File: src/sv/tdve_pkg.sv
// Shared types and constants for the timestamp delta-of-delta varint encoder.
package tdve_pkg;

  localparam int unsigned TS_W = 64;
  localparam int unsigned RAW_BYTES = 8;
  localparam int unsigned MAX_VARINT_BYTES = 10;
  localparam int unsigned CNT_W = 4;
  localparam logic [7:0] CONT_BIT = 8'h80;
  localparam logic [CNT_W-1:0] RAW_LAST_IDX = CNT_W'(RAW_BYTES - 1);
  localparam logic [CNT_W-1:0] VARINT_LAST_IDX = CNT_W'(MAX_VARINT_BYTES - 1);

  typedef enum logic [1:0] {
    SEEN_NONE = 2'd0,
    SEEN_ONE  = 2'd1,
    SEEN_MANY = 2'd2
  } seen_t;

  typedef struct packed {
    logic signed [TS_W-1:0] timestamp;
    logic                   first_of_series;
  } ts_item_t;

  typedef struct packed {
    logic [7:0] out_byte;
    logic       last_of_run;
  } byte_item_t;

  // One queued job: either a raw big-endian delta or a zigzag value for varint coding.
  typedef struct packed {
    logic            raw;
    logic [TS_W-1:0] value;
  } job_t;

  function automatic logic [TS_W-1:0] zigzag(input logic [TS_W-1:0] d);
    zigzag = {d[TS_W-2:0], 1'b0} ^ {TS_W{d[TS_W-1]}};
  endfunction

endpackage

File: src/sv/tdve_front.sv
// Front end: accepts timestamps, tracks series history and classifies each item into a job.
module tdve_front (
  input  logic              clk,
  input  logic              rst,
  input  logic              ts_valid,
  input  tdve_pkg::ts_item_t ts_item,
  input  logic              q_full,
  output logic              ts_stall,
  output logic              push,
  output tdve_pkg::job_t    job
);

  tdve_pkg::seen_t seen, seen_next;
  logic [tdve_pkg::TS_W-1:0] prev_ts, prev_ts_next;
  // Predicted timestamp: previous timestamp plus previous delta.
  logic [tdve_pkg::TS_W-1:0] pred, pred_next;
  logic [tdve_pkg::TS_W-1:0] ts;
  logic [tdve_pkg::TS_W-1:0] delta;
  logic [tdve_pkg::TS_W-1:0] dod;
  logic accept;
  logic start;

  assign ts       = ts_item.timestamp;
  assign ts_stall = q_full;
  assign accept   = ts_valid && !ts_stall;
  assign start    = ts_item.first_of_series || (seen == tdve_pkg::SEEN_NONE);
  assign delta    = ts - prev_ts;
  assign dod      = ts - pred;

  always_comb begin
    seen_next    = seen;
    prev_ts_next = prev_ts;
    pred_next    = pred;
    push         = 1'b0;
    job.raw      = (seen == tdve_pkg::SEEN_ONE);
    job.value    = job.raw ? delta : tdve_pkg::zigzag(dod);
    if (accept) begin
      prev_ts_next = ts;
      if (start) begin
        seen_next = tdve_pkg::SEEN_ONE;
        pred_next = ts;
      end else begin
        seen_next = tdve_pkg::SEEN_MANY;
        // ts + (ts - prev_ts) in a single subtract.
        pred_next = {ts[tdve_pkg::TS_W-2:0], 1'b0} - prev_ts;
        push      = 1'b1;
      end
    end
  end

  always_ff @(posedge clk) begin
    if (rst) begin
      seen    <= tdve_pkg::SEEN_NONE;
      prev_ts <= '0;
      pred    <= '0;
    end else begin
      seen    <= seen_next;
      prev_ts <= prev_ts_next;
      pred    <= pred_next;
    end
  end

endmodule

File: src/sv/tdve_queue.sv
// Short job queue between the front end and the byte generator.
module tdve_queue #(
  parameter int unsigned DEPTH = 4
) (
  input  logic           clk,
  input  logic           rst,
  input  logic           push,
  input  tdve_pkg::job_t push_job,
  input  logic           pop,
  output logic           full,
  output logic           empty,
  output tdve_pkg::job_t head
);

  localparam int unsigned AW = (DEPTH > 1) ? $clog2(DEPTH) : 1;
  localparam int unsigned CW = $clog2(DEPTH + 1);
  localparam logic [AW-1:0] LAST_PTR = AW'(DEPTH - 1);
  localparam logic [CW-1:0] FULL_CNT = CW'(DEPTH);

  tdve_pkg::job_t slots [DEPTH];
  logic [AW-1:0] wr_ptr;
  logic [AW-1:0] rd_ptr;
  logic [CW-1:0] count;

  assign full  = (count == FULL_CNT);
  assign empty = (count == '0);
  assign head  = slots[rd_ptr];

  always_ff @(posedge clk) begin
    if (push) begin
      slots[wr_ptr] <= push_job;
    end
  end

  always_ff @(posedge clk) begin
    if (rst) begin
      wr_ptr <= '0;
      rd_ptr <= '0;
      count  <= '0;
    end else begin
      if (push) begin
        wr_ptr <= (wr_ptr == LAST_PTR) ? '0 : wr_ptr + AW'(1);
      end
      if (pop) begin
        rd_ptr <= (rd_ptr == LAST_PTR) ? '0 : rd_ptr + AW'(1);
      end
      if (push && !pop) begin
        count <= count + CW'(1);
      end else if (pop && !push) begin
        count <= count - CW'(1);
      end
    end
  end

  a_no_overflow: assert property (@(posedge clk) disable iff (rst) !(push && full))
    else $error("queue written while full");
  a_no_underflow: assert property (@(posedge clk) disable iff (rst) !(pop && empty))
    else $error("queue read while empty");
  a_count_bound: assert property (@(posedge clk) disable iff (rst) count <= FULL_CNT)
    else $error("queue count out of range");

endmodule

File: src/sv/tdve_back.sv
// Back end: expands queued jobs into output bytes through a registered output stage.
module tdve_back (
  input  logic                clk,
  input  logic                rst,
  input  logic                q_empty,
  input  tdve_pkg::job_t      q_head,
  output logic                pop,
  output logic                byte_valid,
  input  logic                byte_stall,
  output tdve_pkg::byte_item_t byte_item
);

  logic                          busy;
  logic                          raw;
  logic [tdve_pkg::TS_W-1:0]     work;
  logic [tdve_pkg::CNT_W-1:0]    cnt;
  logic [7:0]                    gen_byte;
  logic                          gen_last;
  logic [tdve_pkg::TS_W-1:0]     work_next;
  logic                          more;
  logic                          adv;
  logic                          take;

  always_comb begin
    more = 1'b0;
    if (raw) begin
      gen_byte  = work[tdve_pkg::TS_W-1 -: 8];
      gen_last  = (cnt == tdve_pkg::RAW_LAST_IDX);
      work_next = work << 8;
    end else begin
      // The tenth byte carries whatever bit remains, so stop continuing there.
      more      = (|work[tdve_pkg::TS_W-1:7]) && (cnt != tdve_pkg::VARINT_LAST_IDX);
      gen_byte  = more ? (tdve_pkg::CONT_BIT | {1'b0, work[6:0]}) : work[7:0];
      gen_last  = !more;
      work_next = work >> 7;
    end
  end

  assign take = byte_valid && !byte_stall;
  assign adv  = busy && (!byte_valid || !byte_stall);
  assign pop  = !q_empty && (!busy || (adv && gen_last));

  always_ff @(posedge clk) begin
    if (adv) begin
      byte_item.out_byte    <= gen_byte;
      byte_item.last_of_run <= gen_last;
    end
    if (pop) begin
      raw  <= q_head.raw;
      work <= q_head.value;
    end else if (adv) begin
      work <= work_next;
    end
  end

  always_ff @(posedge clk) begin
    if (rst) begin
      busy       <= 1'b0;
      cnt        <= '0;
      byte_valid <= 1'b0;
    end else begin
      if (adv) begin
        byte_valid <= 1'b1;
      end else if (take) begin
        byte_valid <= 1'b0;
      end
      if (pop) begin
        busy <= 1'b1;
        cnt  <= '0;
      end else if (adv) begin
        busy <= !gen_last;
        cnt  <= cnt + tdve_pkg::CNT_W'(1);
      end
    end
  end

  a_raw_len: assert property (@(posedge clk) disable iff (rst)
    (busy && raw) |-> (cnt <= tdve_pkg::RAW_LAST_IDX))
    else $error("raw delta ran past eight bytes");
  a_varint_len: assert property (@(posedge clk) disable iff (rst)
    (busy && !raw) |-> (cnt <= tdve_pkg::VARINT_LAST_IDX))
    else $error("varint ran past ten bytes");
  a_pop_idle: assert property (@(posedge clk) disable iff (rst)
    (pop && busy) |-> (adv && gen_last))
    else $error("new job loaded over an unfinished one");

endmodule

File: src/sv/timestamp_dod_varint_encoder_core.sv
// Timestamp delta-of-delta encoder: a front end, a job queue and a byte generator.
//
// Input channel (ts_valid, ts_stall, ts_item) takes one signed 64-bit timestamp per
// item plus a first_of_series flag. Output channel (byte_valid, byte_stall, byte_item)
// delivers the encoded bytes; last_of_run marks the final byte of each input item.
// The first item of a series produces no bytes, the second produces its delta as eight
// bytes most significant first, and later items produce a zigzag varint of the
// delta-of-delta, one to ten bytes.
// An item's job passes through the job queue and the byte generator's work register
// to the output register. Throughput: while byte_stall is low the generator emits one
// byte per cycle; with one-byte varints the block then takes one item per cycle.
// The job queue of QUEUE_DEPTH entries lets the front end keep taking items while a
// long run is being emitted; ts_stall rises only when the queue is full.
// When byte_stall is high the output register holds its byte and the generator waits;
// the queue then fills and the stall reaches the input side.
// Reset clears the series history, the queue and the output stage; the first item after
// reset starts a series whether or not its flag is set.
module timestamp_dod_varint_encoder_core #(
  parameter int unsigned QUEUE_DEPTH = 4
) (
  input  logic                 clk,
  input  logic                 rst,
  input  logic                 ts_valid,
  output logic                 ts_stall,
  input  tdve_pkg::ts_item_t   ts_item,
  output logic                 byte_valid,
  input  logic                 byte_stall,
  output tdve_pkg::byte_item_t byte_item
);

  logic           q_full;
  logic           q_empty;
  logic           push;
  logic           pop;
  tdve_pkg::job_t push_job;
  tdve_pkg::job_t q_head;

  tdve_front u_front (
    .clk      (clk),
    .rst      (rst),
    .ts_valid (ts_valid),
    .ts_item  (ts_item),
    .q_full   (q_full),
    .ts_stall (ts_stall),
    .push     (push),
    .job      (push_job)
  );

  tdve_queue #(
    .DEPTH (QUEUE_DEPTH)
  ) u_queue (
    .clk      (clk),
    .rst      (rst),
    .push     (push),
    .push_job (push_job),
    .pop      (pop),
    .full     (q_full),
    .empty    (q_empty),
    .head     (q_head)
  );

  tdve_back u_back (
    .clk        (clk),
    .rst        (rst),
    .q_empty    (q_empty),
    .q_head     (q_head),
    .pop        (pop),
    .byte_valid (byte_valid),
    .byte_stall (byte_stall),
    .byte_item  (byte_item)
  );

endmodule

File: config.mk
export PLATFORM = sky130hd
export DESIGN_NAME = timestamp_dod_varint_encoder_core
export DESIGN_NICKNAME = d
export VERILOG_FILES = /design/src/sv/tdve_pkg.sv /design/src/sv/tdve_front.sv /design/src/sv/tdve_queue.sv /design/src/sv/tdve_back.sv /design/src/sv/timestamp_dod_varint_encoder_core.sv
export SDC_FILE = /design/constraint.sdc
export NUM_CORES = 1
export LEC_CHECK = 0
export BUFFER_PORTS_ARGS = -buffer_cell sky130_fd_sc_hd__buf_2
export CAP_MARGIN = 30
export CELL_PAD_IN_SITES_DETAIL_PLACEMENT = 0
export CELL_PAD_IN_SITES_GLOBAL_PLACEMENT = 1
export CORE_MARGIN = 2
export CORE_UTILIZATION = 40
export DETAILED_ROUTE_END_ITERATION = 6
export GPL_TIMING_DRIVEN = 1
export PLACE_DENSITY_LB_ADDON = 0.25
export SLEW_MARGIN = 20
export SYNTH_ARGS = -nofsm -noshare
export SYNTH_HDL_FRONTEND = slang
export SYNTH_SLANG_ARGS = --single-unit
File: constraint.sdc
create_clock -name clk -period 4.9 [get_ports clk]
set_input_delay 0.245 -clock clk [delete_from_list [all_inputs] [get_ports clk]]
set_output_delay 0.245 -clock clk [all_outputs]
set_load 0.005 [all_outputs]
==> run_results.csv <==
group,metric,value,unit
outcome,status,"finished clean",
timing,holdWs,0.0497,ns
drt,routed_wl,88000,µm
timing,fin_crit_sh,93.9,%
floorplanning,start_util,40.3,%
power,switchingPower,6.67,mW
power,power_per_cell_area,504,nW/µm²
power,leakagePower,13.2,nW
hold_path,hp-class,"in2reg",
synth,netlist.area_leader.share,32.2,%
power,intPower,11.0,mW
cts,cts_tree,"yes",
cts,clk_path_buf_depth,3,
floorplanning,core-area,77200,µm²
job,max_cap_viol_count,0,
synth,synth_top_cell_by_area,"edfxtp_1",
synth,postSynthAreaPerCell,9.70,µm²
cts,h-tree-depth,2,
grt,grt_usage,21.9,%
worst_setup_path,crit_fanout,4,
synth,synth_cells,3207,
timing,rsz0062_at_grt,"no",
timing,fmax,217,MHz
floorplanning,io_pins,80,
synth,ys_top_cells_by_area,"edfxtp_1 (32%), dfxtp_1 (9.3%), ha_1 (7.9%)",
final_layout,drive_above_1_share,10.8,%
drt,avgViaCountPerCell,5.60,
drt,wire_per_inst,20.2,µm
grt,grt_pass1_wl,137000,µm
drt,routed-via-count,24400,
synth,synthFlopType,"edfxtp_1",
worst_setup_path,critical_path_class,"in2reg",
cts,cts_buffers,55,
final_layout,nets,3549,
power,power.share.clock,23.7,%
cts,cts_root_buffer,"clkbuf_16",
timing,drv_slew,0,
synth,synth_edf_count,334,
worst_setup_path,worstPathRequired,5.30,ns
final_layout,area_delta_synth_final,12.7,%
placement,port_buffers,79,
synth,synthDistinctLibCells,102,
power,combPwrFrac,41.0,%
cts,clkLatencyLatePin,0.62,ns
final_layout,antenna_cells,0,
synth,syn-cell-area,31100,µm²
drt,ant_nets,0,
placement,gp_congestion,0.869,
timing,hold_viol,0,
timing,setup_viol,0,
grt,antenna_found_initial,1,
placement,hpwl,65300,µm
synth,syn-num-nets,3476,
cts,post_cts_buffers,0,
drt,drc,0,
worst_setup_path,end_kind,"flip-flop",
synth,post-synth-top-count-cell,"nand2_1",
synth,synthTopCellsByCount,"nand2_1 (413), a21oi_1 (358), edfxtp_1 (334)",
power,seqPwrFrac,35.3,%
final_layout,fillCellCount,7436,
power,netSwitchingFraction,37.8,%
synth,synth_seq_cells,479,
synth,synth-async-reset-ratio,0,%
floorplanning,die_w,283,µm
timing,slew-limit-headroom,32.2,%
power,vdd_drop_max,0.308,mV
timing,fin_worst_skew,0.0252,ns
grt,grt_pass1_vias,23900,
floorplanning,rows,102,
drt,drtPass1Iterations,5,
final_layout,fin_util,45.4,%
worst_setup_path,start_kind,"input port",
floorplanning,die_h,283,µm
floorplanning,die-area,80000,µm²
grt,grt-ovfl-total,0,
timing,tns,0,ns
drt,drt_iter0_drc,1760,
cts,cts.sinks,479,
grt,grt_max_degree,130,
worst_setup_path,r2r_slack,0.32,ns
cts,clkTransAtPathRegs,0.06,ns
timing,finalCriticalPeriod,4.60,ns
synth,synth_seq_area_share,41.6,%
synth,ys_warn_count,0,
timing,worstMarginPinSlew,1.02,ns
worst_setup_path,cp.arrival,5.00,ns
==> kinds of logic (layout without fill, tap and decap cells) <==
family                     after synthesis  count (layout)  share of synthesized area (%)
AOI/OAI and AO/OA                      951             951                           19.4
and+or+nand+nor                        857             857                           12.4
DFF                                    479             479                           41.6
buffers and inverters                  346             464                           4.77
xor gates and xnor gates               242             242                           6.86
adders and majority gates              200             200                           8.14
muxes                                  132             132                           6.90
==> sequential cells by signal, summed over array words and instances (netlist names), 2 cells and up, named ones only <==
name,count
u_front.prev_ts,64
u_queue.wr_ptr,2
u_queue.slots,260
u_queue.count,3
u_back.byte_item,9
u_back.work,64
u_queue.rd_ptr,2
u_front.seen,2
u_front.pred,64
u_back.cnt,4
==> worst max-delay path: stages <==
cell and delay [ns]:
dlygate4sd3_1 0.55, buf_2 0.15, inv_1 0.12, ha_1 0.18, inv_1 0.06, fa_1 0.42
a211oi_1 0.34, o21bai_1 0.14, a21oi_2 0.32, o221ai_2 0.22, a31o_2 0.33, o31ai_4 0.32
o211ai_1 0.23, a221o_1 0.42, a221oi_2 0.38, o21ai_1 0.14, xnor2_1 0.14, mux2i_1 0.26
==> metal layers <==
layer	part of all wire [%]	GRT usage, %	routed length (µm)
met1	49	32.1	43100
met2	44	34.1	39000
met3	4.6	2.74	4010
met4	2.2	5.48	1900
met5	0	0	0
==> layout make-up <==
class                      count  area [µm²]  share of cell area, %
clock buffer                  60        1420                   4.04
clock inverter                42         428                   1.22
inverter                     172         646                   1.84
multi-input combinational   2382       16800                   47.8
sequential                   479       12900                   36.9
tap                         1040        1300                   3.71
timing repair buffer         190        1560                   4.45
==> worst paths after layout <==
kind / from / endpoint / cells past startpoint
setup / recovery: ts_item[1] / u_queue.slots[3][62] / 18
hold / removal: rst / u_back.byte_valid / 2
setup reg to reg: u_front.prev_ts[0] / u_queue.slots[3][62] / 15
hold reg to reg: u_front.prev_ts[15] / u_front.prev_ts[15] / 2
==> power by group through the flow <==
stage               sequential (mW)  clock (mW)  combinational [mW]
floorplan                      6.04           0                5.27
global placement               6.31           0                7.02
detailed placement             6.32           0                7.18
CTS                            6.24        4.28                7.24
global route                   6.31        4.43                8.02
finish                         6.24        4.19                7.25
==> stage by stage <==
stage               area (µm²)  std cells  worst slack [ns]  power [mW]
detailed placement       32500       4197             0.121        13.5
CTS                      35000       4364             0.145        17.8
global placement         32500       4196             0.145        13.3
global route             35100       4365            0.0356        18.8
finish                   35100       4365             0.299        17.7
floorplan                31100       3207              1.09        11.3
==> cell usage in the layout, fill, tap and decap left out, types with 65 or more instances in the layout <==
| cell | n |
|---|---|
| nand2_1 | 412 |
| a21oi_1 | 356 |
| edfxtp_1 | 334 |
| ha_1 | 196 |
| nor2_1 | 177 |
| inv_1 | 171 |
| o21ai_0 | 168 |
| xnor2_1 | 159 |
| dfxtp_1 | 143 |
| a21o_1 | 138 |
| xor2_1 | 82 |
| buf_2 | 78 |
| mux4_2 | 65 |
| dlygate4sd3_1 | 65 |
==> timing repair <==
action,in CTS,in global routing
endpoints found under the setup margin,0,12
resized for setup,0,4
hold endpoints to repair,79,0
hold buffers,65,0
Power figures use the tool's default switching activity.
